File: src/design/mwc_pkg.sv
`timescale 1ns / 1ps
// ----------------------------------------------------------------------------
// Multiply-with-carry generator package
// Shared types, command and status structures and the fixed constants of the
// lag-4 multiply-with-carry generator.
// ----------------------------------------------------------------------------
package mwc_pkg;

  typedef enum logic [1:0] {
    MODE_RESEED = 2'd0,
    MODE_RAW    = 2'd1,
    MODE_RANGE  = 2'd2
  } mode_t;

  typedef enum logic [1:0] {
    MSRC_LAG   = 2'd0,
    MSRC_SEED  = 2'd1,
    MSRC_RANGE = 2'd2
  } mul_src_t;

  typedef enum logic [1:0] {
    ACC_HOLD  = 2'd0,
    ACC_CARRY = 2'd1,
    ACC_ADD   = 2'd2
  } acc_op_t;

  localparam logic [31:0] SEED_MUL    = 32'd29943829;
  localparam logic [31:0] ERROR_VALUE = 32'h8000_0000;
  localparam logic [2:0]  IDX_LAST    = 3'd4;

  typedef struct packed {
    logic     in_load;
    logic     mul_en;
    mul_src_t mul_src;
    logic [2:0] idx;
    acc_op_t  acc_op;
    logic     step_commit;
    logic     seed_wr;
    logic     out_load;
  } cmd_t;

  typedef struct packed {
    logic [1:0] mode;
    logic       range_bad;
    logic       out_free;
  } stat_t;

  // Lag word k (k = 0 newest) is weighted by this multiplier.
  function automatic logic [31:0] mul_term(input logic [1:0] k);
    logic [31:0] m;
    case (k)
      2'd0:    m = 32'd5115;
      2'd1:    m = 32'd1776;
      2'd2:    m = 32'd1492;
      default: m = 32'd2111111111;
    endcase
    return m;
  endfunction

endpackage

File: src/design/mwc_req_if.sv
`timescale 1ns / 1ps
// ----------------------------------------------------------------------------
// Request channel
// Valid/ready channel that carries one request beat: mode, seed and bounds.
// ----------------------------------------------------------------------------
interface mwc_req_if;
  logic               valid;
  logic               ready;
  logic [1:0]         mode;
  logic [31:0]        seed;
  logic signed [31:0] range_low;
  logic signed [31:0] range_high;

  modport source (output valid, output mode, output seed, output range_low,
                  output range_high, input ready);
  modport sink (input valid, input mode, input seed, input range_low,
                input range_high, output ready);
endinterface

File: src/design/mwc_rsp_if.sv
`timescale 1ns / 1ps
// ----------------------------------------------------------------------------
// Result channel
// Valid/ready channel that carries one result beat of the generator.
// ----------------------------------------------------------------------------
interface mwc_rsp_if;
  logic               valid;
  logic               ready;
  logic [31:0]        raw_word;
  logic signed [31:0] range_value;
  logic               range_error;

  modport source (output valid, output raw_word, output range_value,
                  output range_error, input ready);
  modport sink (input valid, input raw_word, input range_value,
                input range_error, output ready);
endinterface

File: src/design/multiply_with_carry_rng.sv
`timescale 1ns / 1ps
// ----------------------------------------------------------------------------
// Lag-4 multiply-with-carry random number generator
// Each generator step forms 2111111111*x[n-4] + 1492*x[n-3] + 1776*x[n-2] +
// 5115*x[n-1] + carry on one shared multiplier, one term per cycle. A raw
// draw runs one step and loads the result, and a range draw adds one more
// multiply for the scaling. A range draw with the upper bound below the
// lower bound skips both and loads the error beat. A reseed runs the seed
// sequence and then the warm-up steps (20 by default) and gives no beat.
// One request is in flight at a time; the next request is taken while the
// previous result still waits in the output register.
// ----------------------------------------------------------------------------
module multiply_with_carry_rng import mwc_pkg::*; #(
  parameter int WARMUP_STEPS = 20
) (
  input logic clk,
  input logic rst,
  mwc_req_if.sink   req,
  mwc_rsp_if.source rsp
);

  cmd_t  cmd;
  stat_t stat;
  logic  in_ready;

  assign req.ready = in_ready;

  mwc_ctrl #(
    .WARMUP_STEPS (WARMUP_STEPS)
  ) u_ctrl (
    .clk      (clk),
    .rst      (rst),
    .in_valid (req.valid),
    .in_ready (in_ready),
    .stat     (stat),
    .cmd      (cmd)
  );

  mwc_datapath u_datapath (
    .clk  (clk),
    .rst  (rst),
    .cmd  (cmd),
    .stat (stat),
    .req  (req),
    .rsp  (rsp)
  );

  a_busy_after_accept: assert property (@(posedge clk) disable iff (rst)
    req.valid && req.ready |=> !req.ready)
    else $error("request accepted while the previous one was in progress");

  a_load_into_free_slot: assert property (@(posedge clk) disable iff (rst)
    cmd.out_load |-> (!rsp.valid || rsp.ready))
    else $error("result loaded over a beat that was not taken");

  a_error_beat_shape: assert property (@(posedge clk) disable iff (rst)
    rsp.valid && rsp.range_error |->
      rsp.range_value == ERROR_VALUE && rsp.raw_word == 32'd0)
    else $error("error beat carries wrong payload");

endmodule

File: src/design/mwc_datapath.sv
`timescale 1ns / 1ps
// ----------------------------------------------------------------------------
// Multiply-with-carry datapath
// Lag and carry registers, one shared 33x32 multiplier with a product
// register, the step accumulator, the seed sequence and the result register.
// ----------------------------------------------------------------------------
module mwc_datapath import mwc_pkg::*; (
  input  logic clk,
  input  logic rst,
  input  cmd_t cmd,
  output stat_t stat,
  mwc_req_if.sink   req,
  mwc_rsp_if.source rsp
);

  logic [31:0] lag [4];
  logic [31:0] carry;
  logic [63:0] acc;
  logic [64:0] prod;
  logic [31:0] s;
  logic [1:0]  mode_r;
  logic [31:0] lo_r;
  logic [32:0] interval;
  logic        bad_r;

  logic [31:0] raw_r;
  logic [31:0] value_r;
  logic        err_r;
  logic        out_valid;

  logic [32:0] mul_a;
  logic [31:0] mul_b;
  logic [64:0] mul_res;
  logic [63:0] step_sum;
  logic [31:0] seed_val;
  logic [31:0] range_sum;

  always_comb begin
    case (cmd.mul_src)
      MSRC_LAG: begin
        mul_a = {1'b0, mul_term(cmd.idx[1:0])};
        mul_b = lag[cmd.idx[1:0]];
      end
      MSRC_SEED: begin
        mul_a = {1'b0, SEED_MUL};
        mul_b = s;
      end
      MSRC_RANGE: begin
        mul_a = interval;
        mul_b = lag[0];
      end
      default: begin
        mul_a = '0;
        mul_b = '0;
      end
    endcase
  end

  assign mul_res   = mul_a * mul_b;
  assign step_sum  = acc + prod[63:0];
  assign seed_val  = prod[31:0] - 32'd1;
  assign range_sum = lo_r + prod[63:32];

  always_ff @(posedge clk) begin
    if (cmd.in_load) begin
      mode_r   <= req.mode;
      s        <= req.seed;
      lo_r     <= req.range_low;
      interval <= {req.range_high[31], req.range_high}
                  - {req.range_low[31], req.range_low} + 33'd1;
      bad_r    <= (req.range_high < req.range_low);
    end else if (cmd.seed_wr) begin
      s <= seed_val;
    end
    if (cmd.mul_en) begin
      prod <= mul_res;
    end
    case (cmd.acc_op)
      ACC_CARRY: acc <= {32'd0, carry};
      ACC_ADD:   acc <= acc + prod[63:0];
      default:   acc <= acc;
    endcase
  end

  always_ff @(posedge clk) begin
    if (rst) begin
      lag[0] <= '0;
      lag[1] <= '0;
      lag[2] <= '0;
      lag[3] <= '0;
      carry  <= '0;
    end else if (cmd.step_commit) begin
      lag[3] <= lag[2];
      lag[2] <= lag[1];
      lag[1] <= lag[0];
      lag[0] <= step_sum[31:0];
      carry  <= step_sum[63:32];
    end else if (cmd.seed_wr) begin
      if (cmd.idx == IDX_LAST) begin
        carry <= seed_val;
      end else begin
        lag[cmd.idx[1:0]] <= seed_val;
      end
    end
  end

  always_ff @(posedge clk) begin
    if (cmd.out_load) begin
      if (mode_r == MODE_RANGE && bad_r) begin
        raw_r   <= '0;
        value_r <= ERROR_VALUE;
        err_r   <= 1'b1;
      end else if (mode_r == MODE_RANGE) begin
        raw_r   <= lag[0];
        value_r <= range_sum;
        err_r   <= 1'b0;
      end else begin
        raw_r   <= lag[0];
        value_r <= '0;
        err_r   <= 1'b0;
      end
    end
  end

  always_ff @(posedge clk) begin
    if (rst) begin
      out_valid <= 1'b0;
    end else if (cmd.out_load) begin
      out_valid <= 1'b1;
    end else if (rsp.ready) begin
      out_valid <= 1'b0;
    end
  end

  assign rsp.valid       = out_valid;
  assign rsp.raw_word    = raw_r;
  assign rsp.range_value = value_r;
  assign rsp.range_error = err_r;

  assign stat.mode      = mode_r;
  assign stat.range_bad = bad_r;
  assign stat.out_free  = !out_valid || rsp.ready;

endmodule

File: src/design/mwc_ctrl.sv
`timescale 1ns / 1ps
// ----------------------------------------------------------------------------
// Multiply-with-carry controller
// Sequences the reseed, warm-up, step and range scaling over the shared
// multiplier and hands each result to the output register.
// ----------------------------------------------------------------------------
module mwc_ctrl import mwc_pkg::*; #(
  parameter int WARMUP_STEPS = 20
) (
  input  logic  clk,
  input  logic  rst,
  input  logic  in_valid,
  output logic  in_ready,
  input  stat_t stat,
  output cmd_t  cmd
);

  localparam int CntW = $clog2(WARMUP_STEPS + 2);

  typedef enum logic [6:0] {
    S_IDLE      = 7'b000_0001,
    S_DISPATCH  = 7'b000_0010,
    S_SEED_MUL  = 7'b000_0100,
    S_SEED_WR   = 7'b000_1000,
    S_STEP      = 7'b001_0000,
    S_RANGE_MUL = 7'b010_0000,
    S_RESULT    = 7'b100_0000
  } state_t;

  state_t          state, state_next;
  logic [2:0]      idx, idx_next;
  logic [CntW-1:0] warm_left, warm_left_next;
  logic            warmup, warmup_next;

  always_comb begin
    state_next     = state;
    idx_next       = idx;
    warm_left_next = warm_left;
    warmup_next    = warmup;
    cmd            = '0;
    cmd.mul_src    = MSRC_LAG;
    cmd.acc_op     = ACC_HOLD;
    cmd.idx        = idx;
    in_ready       = (state == S_IDLE) && !rst;
    cmd.in_load    = in_valid && in_ready;
    case (state)
      S_IDLE: begin
        if (cmd.in_load) begin
          state_next = S_DISPATCH;
        end
      end
      S_DISPATCH: begin
        idx_next    = '0;
        warmup_next = 1'b0;
        case (stat.mode)
          MODE_RESEED: state_next = S_SEED_MUL;
          MODE_RAW:    state_next = S_STEP;
          MODE_RANGE:  state_next = stat.range_bad ? S_RESULT : S_STEP;
          default:     state_next = S_IDLE;
        endcase
      end
      S_SEED_MUL: begin
        cmd.mul_en  = 1'b1;
        cmd.mul_src = MSRC_SEED;
        state_next  = S_SEED_WR;
      end
      S_SEED_WR: begin
        cmd.seed_wr = 1'b1;
        if (idx == IDX_LAST) begin
          idx_next = '0;
          if (WARMUP_STEPS == 0) begin
            state_next = S_IDLE;
          end else begin
            warm_left_next = CntW'(WARMUP_STEPS);
            warmup_next    = 1'b1;
            state_next     = S_STEP;
          end
        end else begin
          idx_next   = idx + 3'd1;
          state_next = S_SEED_MUL;
        end
      end
      S_STEP: begin
        if (idx == IDX_LAST) begin
          cmd.step_commit = 1'b1;
          idx_next        = '0;
          if (warmup) begin
            if (warm_left == CntW'(1)) begin
              warmup_next = 1'b0;
              state_next  = S_IDLE;
            end else begin
              warm_left_next = warm_left - CntW'(1);
            end
          end else if (stat.mode == MODE_RANGE) begin
            state_next = S_RANGE_MUL;
          end else begin
            state_next = S_RESULT;
          end
        end else begin
          cmd.mul_en = 1'b1;
          cmd.acc_op = (idx == 3'd0) ? ACC_CARRY : ACC_ADD;
          idx_next   = idx + 3'd1;
        end
      end
      S_RANGE_MUL: begin
        cmd.mul_en  = 1'b1;
        cmd.mul_src = MSRC_RANGE;
        state_next  = S_RESULT;
      end
      S_RESULT: begin
        if (stat.out_free) begin
          cmd.out_load = 1'b1;
          state_next   = S_IDLE;
        end
      end
      default: begin
        state_next = S_IDLE;
      end
    endcase
  end

  always_ff @(posedge clk) begin
    if (rst) begin
      state     <= S_IDLE;
      idx       <= '0;
      warm_left <= '0;
      warmup    <= 1'b0;
    end else begin
      state     <= state_next;
      idx       <= idx_next;
      warm_left <= warm_left_next;
      warmup    <= warmup_next;
    end
  end

endmodule

File: src/flat_wrapper.sv
// flat-port wrapper written by rule: the top's interface ports become plain ports
module multiply_with_carry_rng_flat import mwc_pkg::*;
#(
  parameter int WARMUP_STEPS = 20
)
  (clk, rst, req_valid, req_mode, req_seed, req_range_low, req_range_high, req_ready, rsp_valid, rsp_raw_word, rsp_range_value, rsp_range_error, rsp_ready);
  mwc_req_if req_i ();
  mwc_rsp_if rsp_i ();
  input logic clk;
  input logic rst;
  input wire logic [$bits(req_i.valid)-1:0] req_valid;
  input wire logic [$bits(req_i.mode)-1:0] req_mode;
  input wire logic [$bits(req_i.seed)-1:0] req_seed;
  input wire logic [$bits(req_i.range_low)-1:0] req_range_low;
  input wire logic [$bits(req_i.range_high)-1:0] req_range_high;
  output wire logic [$bits(req_i.ready)-1:0] req_ready;
  output wire logic [$bits(rsp_i.valid)-1:0] rsp_valid;
  output wire logic [$bits(rsp_i.raw_word)-1:0] rsp_raw_word;
  output wire logic [$bits(rsp_i.range_value)-1:0] rsp_range_value;
  output wire logic [$bits(rsp_i.range_error)-1:0] rsp_range_error;
  input wire logic [$bits(rsp_i.ready)-1:0] rsp_ready;
  assign req_i.valid = req_valid;
  assign req_i.mode = req_mode;
  assign req_i.seed = req_seed;
  assign req_i.range_low = req_range_low;
  assign req_i.range_high = req_range_high;
  assign req_ready = req_i.ready;
  assign rsp_valid = rsp_i.valid;
  assign rsp_raw_word = rsp_i.raw_word;
  assign rsp_range_value = rsp_i.range_value;
  assign rsp_range_error = rsp_i.range_error;
  assign rsp_i.ready = rsp_ready;
  multiply_with_carry_rng #(.WARMUP_STEPS(WARMUP_STEPS)) u_core (.clk(clk), .rst(rst), .req(req_i), .rsp(rsp_i));
endmodule
File: config.mk
export PLATFORM = sky130hd
export DESIGN_NAME = multiply_with_carry_rng_flat
export DESIGN_NICKNAME = d
export VERILOG_FILES = /design/src/design/mwc_pkg.sv /design/src/design/mwc_req_if.sv /design/src/design/mwc_rsp_if.sv /design/src/design/multiply_with_carry_rng.sv /design/src/design/mwc_datapath.sv /design/src/design/mwc_ctrl.sv /design/src/flat_wrapper.sv
export SDC_FILE = /design/constraint.sdc
export NUM_CORES = 2
export LEC_CHECK = 0
export ABC_AREA = 1
export ABC_CLOCK_PERIOD_IN_PS = 22700
export BUFFER_PORTS_ARGS = -buffer_cell sky130_fd_sc_hd__buf_2
export CORE_ASPECT_RATIO = 1.2
export CORE_MARGIN = 1
export CORE_UTILIZATION = 55
export DETAILED_ROUTE_END_ITERATION = 6
export PLACE_DENSITY = 0.82
export SLEW_MARGIN = 25
export SYNTH_ARGS = -nofsm -noshare
export SYNTH_HDL_FRONTEND = slang
export SYNTH_SLANG_ARGS = --single-unit
File: constraint.sdc
create_clock -name clk -period 22.7 [get_ports clk]
set_clock_uncertainty 0.15 [all_clocks]
set_input_delay 1.135 -clock clk [delete_from_list [all_inputs] [get_ports clk]]
set_output_delay 1.135 -clock clk [all_outputs]
set_load 0.02 [all_outputs]
After elaboration in Yosys (flattened, before gate mapping)
Memory sizes are Yosys's and may differ from the RTL's. A register that Yosys moved wholly into a read port is not among the register bits.
Cells that the tools add are included.
{"block": "totals", "mem_bits_rw": 128, "word_cells": 145, "register_bits": 342, "n_memories": 1, "output_inout_bits": 67, "input_bits": 102}
{"block": "op_classes", "magnitude_cmp": 1, "bitwise_logic": 5, "eq_ne": 24, "add_sub_neg": 7, "muxes": 63, "multipliers": 1, "n_reduce_logical": 26}
{"name": "u_core.u_datapath.lag", "depth": 4, "word_bits": 32, "rd": 4, "rd_ports_with_merged_regs": 1, "write_ports": 4, "line_no": "mwc_datapath.sv:16", "source": "logic [31:0] lag [4];"}
{"cell": "$mux W32", "count": 11}
{"cell": "$pmux W64 S2", "count": 1}
{"cell": "$pmux W33 S3", "count": 1}
{"cell": "$pmux W32 S3", "count": 1}
{"cell": "$pmux W31 S3", "count": 1}
{"cell": "$add A64 B64 Y64", "count": 1}
{"cell": "$mul A33 B32 Y64", "count": 1}
{"cell": "$mux W7", "count": 7}
{"cell": "$pmux W7 S7", "count": 1}
{"cell": "$add A33 B1 Y33 const B", "count": 1}
{"cell": "$sub A32 B32 Y33", "count": 1}
{"cell": "$add A32 B32 Y32", "count": 1}
{"cell": "$lt A32 B32 Y1", "count": 1}
{"cell": "$reduce_or A32 Y1", "count": 1}
{"cell": "$sub A32 B1 Y32 const B", "count": 1}
{"cell": "$mux W5", "count": 5}
{"cell": "$mux W1", "count": 22}
{"cell": "$pmux W7 S3", "count": 1}
{"cell": "$reduce_bool A2 Y1", "count": 7}
{"cell": "$mux W2", "count": 5}
{"cell": "$pmux W5 S2", "count": 1}
{"cell": "$eq A2 B1 Y1 const B", "count": 4}
{"cell": "$eq A2 B2 Y1 const B", "count": 4}
{"cell": "$ne A2 B2 Y1 const B", "count": 4}
{"cell": "31 further kinds", "count": 43}

Logic depth before layout (Yosys ltp)
{"block": "logic_depth", "depth_word": 9, "depth_mapped": 42, "ltp_nobuf": 41}

Least setup slack after synthesis
OpenSTA, ideal clock, no wires.
{"block": "synth_timing", "path_type": "register to register", "start": "register (tool-made name)", "end": "register u_core.u_datapath.prod[37], data pin", "setup_slack_ps": 15102, "setup_ps": 259, "path_stages_with_launch": 35, "path_buffers": 5, "arrival_ps": 7189, "period_less_slack_ps": 7598, "required_ps": 22291, "cell_sequence": "dfxtp_1 > clkbuf_2 > inv_2 > buf_2 > buf_2 > buf_2 > a21oi_1 > o21ai_0 > nand2_1 > nand2_1 > nand2_2 > buf_2 > nand2_1 > fa_1 > inv_1 > fa_1 > inv_1 > fa_1 > inv_1 > fa_1 > fa_1 > fa_1 > fa_1 > inv_1 > fa_1 > inv_1 > ha_1 > nand2_1 > inv_1 > a21oi_1 > a21boi_0 > o21ai_0 > a21oi_1 > nand2_1 > xor2_1"}
{"element": "to (signal assigned)", "line_no": "mwc_datapath.sv:76", "source": "prod <= mul_res;"}
{"element": "to (decl)", "line_no": "mwc_datapath.sv:19", "source": "logic [64:0] prod;"}

==> results_dict.tcl <==
set metrics [dict create \
    hold_violations 0 \
    worst_hold_path_type "flip-flop to flip-flop" \
    clock-sinks 472 \
    io_buffers 168 \
    clock_path_buffers 3 \
    drtIter0Drc 6433 \
    grt_overflow 0 \
    post_cts_buffers 0 \
    cp_max_fo 52 \
    dp.final_hpwl_mm 186.3 \
    violations "DRC" \
    area_delta_synth_final_pct 6.084 \
    synth_area_leader_cell "fa_1" \
    yosys-top-cells-area "fa_1 29%, edfxtp_1 19%, nand2_1 13%" \
    syn_area_sq_um 65960 \
    crit_buf_inv 11 \
    max_stage_delay_ns 0.71 \
    whs_ns 0.3157 \
    async_flop_share_pct 0 \
    cts_hold_buf 0 \
    htreeDepth 2 \
    die_h_microns 381.4 \
    timing.critical_path.mode_cell "fa_1" \
    max_freq_ghz 0.09284 \
    cp-start-kind "flip-flop" \
    worst_slack_ns 11.93 \
    grt_max_degree 91 \
    clkTransAtPathRegs_ns 0.06 \
    final_cell_area_sq_um 69970 \
    slew_headroom_pct 26.46 \
    setup_tns_ns 0 \
    cts_tree "built" \
    finalWirelength_mm 234.5 \
    initial_core_util_pct 55.68 \
    slew_violations 0 \
    diodes 0 \
    synth_common_cells "2,242 x nand2_1, 2,003 x inv_1, 943 x fa_1" \
    place_ws_ns 12.36 \
    first_pass_iters 7 \
    yosysMostFrequentCell "nand2_1" \
    antenna_found_initial 4 \
    grt_pass1_vias 59520 \
    synth_ff_type "edfxtp_1" \
    synth_nets 9909 \
    crit_arrival_ns 11.07 \
    drt-vias-per-instance 5.746 \
    syn_inst 8438 \
    ff2ff_setup_slack_ns 11.93 \
    synth.top_cell.area_share_pct 28.62 \
    cp_top_family "adder cells" \
    die-area_sq_um 121300 \
    setup_viol 0 \
    critPathCaptureType "flip-flop" \
    ios 169 \
    fp.dieW_microns 318.1 \
    critPathKind "flip-flop to flip-flop" \
    final_nets 9946 \
    ir_drop_mv 0.1180 \
    worst_pin_slew_ns 1.102 \
    rsz0062_at_grt "no" \
    maxCapViolations 0 \
    grt_pass1_wl_mm 353.7 \
    cts_buffers 53 \
    routabilityCongestion 1.051 \
    required_ns 23.00 \
    run_status "complete, but fails checks" \
    root_buffer "clkbuf_16" \
    power.density_nw_per_um2 76.43 \
    vias 57800 \
    cts_resized 0 \
    finalCritPeriodShare_pct 47.45 \
    placed_cell_area_sq_um 68180 \
    rows 138 \
    ant_nets 0 \
    avgSynthCellArea_sq_um 7.817 \
    wl_per_cell_microns 23.31 \
    cp_slowest_cell "a21oi_2" \
    drive_gt1_share_pct 5.177 \
    coreArea_sq_um 118400 \
    synth_edf_count 421 \
    ys_seq_elements 472 \
    fin_crit_ns 10.77 \
    fillers 10650 \
    yosys_warnings 0 \
    seq_area_frac_synth_pct 20.72 \
    grt_use_total_pct 38.86 \
    p_leak_nw 35.76 \
    drc_errors 1 \
    ys_types 59 \
    insertion_delay_ns 0.67 \
]
## path summary, 6_finish.rpt
path                                                         startpoint                                       to  depth (start not counted)
worst max-delay path                                          flip-flop     u_core.u_datapath.prod[40]$_DFFE_PP_                         34
worst min-delay path            u_core.u_datapath.carry[7]$_SDFFE_PP0P_  u_core.u_datapath.carry[7]$_SDFFE_PP0P_                          2
worst max register to register                                flip-flop     u_core.u_datapath.prod[40]$_DFFE_PP_                         34
worst min register to register  u_core.u_datapath.carry[7]$_SDFFE_PP0P_  u_core.u_datapath.carry[7]$_SDFFE_PP0P_                          2
## sequential cells by signal, summed over array words and instances, names as in the netlist, 2 cells and up, named ones only
name                               flops
u_core.u_datapath.lo_r                32
u_core.u_datapath.carry               32
u_core.u_datapath.prod                64
u_core.u_datapath.interval            33
u_core.u_ctrl.warm_left                5
u_core.u_ctrl.state                    7
u_core.u_datapath.acc                 64
u_core.u_datapath.lag                128
u_core.u_datapath.mode_r               2
u_core.u_datapath.rsp.range_value     32
u_core.u_datapath.s                   32
u_core.u_ctrl.idx                      3
u_core.u_datapath.rsp.raw_word        32
## layer usage
layer	share of wire (%)	track usage (%)	up-vias
met1	36	48.07	27930
met5	0	0	-
li1	-	-	25540
met2	45	62.44	3486
met3	10	7.748	847
met4	7.8	24.77	0
## metrics by stage
stage	cells	total power, mW	util, %
finish	10060	5.348	59.07
floorplan	8438	3.100	-
CTS	10060	5.268	59.06
detailed placement	9960	4.341	57.56
global placement	9960	4.343	57.56
global route	10060	5.617	59.07
## cell families (layout without fill, tap and decap cells)
group                    Yosys count  in the layout  share of synthesized area [%]
XOR/XNOR                         135            135                          1.793
adder cells (fa/ha/maj)         1369           1369                          36.70
AO/OA/AOI/OAI                    922            922                          7.818
AND/OR/NAND/NOR                 3227           3227                          19.39
flip-flops                       472            472                          20.72
buffers and inverters           2313           2394                          13.58
## worst reg2reg max path: cells and delay by family (launching register included)
family	cells	cell delay, ns
adders and majority gates	9	4.69
buffers and inverters	11	2.44
AOI/OAI and AO/OA	5	1.44
and+or+nand+nor	8	1.24
DFF	1	0.30
xor gates and xnor gates	1	0.29
## power breakdown
| group | total (mW) | leakage, nW | switching, mW | internal (mW) |
|---|---|---|---|---|
| logic | 3.35 | 30.5 | 2.29 | 1.05 |
| clock network | 0.903 | 0.864 | 0.404 | 0.499 |
| registers | 1.10 | 4.43 | 0.0147 | 1.08 |
| total | 5.35 | 35.8 | 2.71 | 2.64 |
## placed cells by master, fill, tap and decap left out, drive strengths merged, types with 6 or more instances in the layout
master,instances
nand2,2250
inv,2039
fa,943
nor2,618
ha,426
edfxtp,421
o21ai,377
a21oi,349
buf,255
nand3,205
xor2,86
o22ai,65
clkbuf,65
nor3,53
nand4,52
dfxtp,51
xnor2,49
o21bai,35
clkinv,26
a21o,16
a21boi,15
a31oi,15
nand3b,15
o21a,14
or2,14
nor4,9
o221ai,8
a211oi,6
## cell type report
| type | count | area [sq um] | area share, % |
|---|---|---|---|
| inverter | 2040 | 7665 | 10.95 |
| multi-input combinational | 5653 | 43440 | 62.08 |
| timing repair buffer | 255 | 1501 | 2.146 |
| clock inverter | 34 | 381.6 | 0.5454 |
| clock buffer | 65 | 1391 | 1.988 |
| tap | 1540 | 1927 | 2.754 |
| sequential | 472 | 13660 | 19.53 |
(Power assumes the default switching activity.)
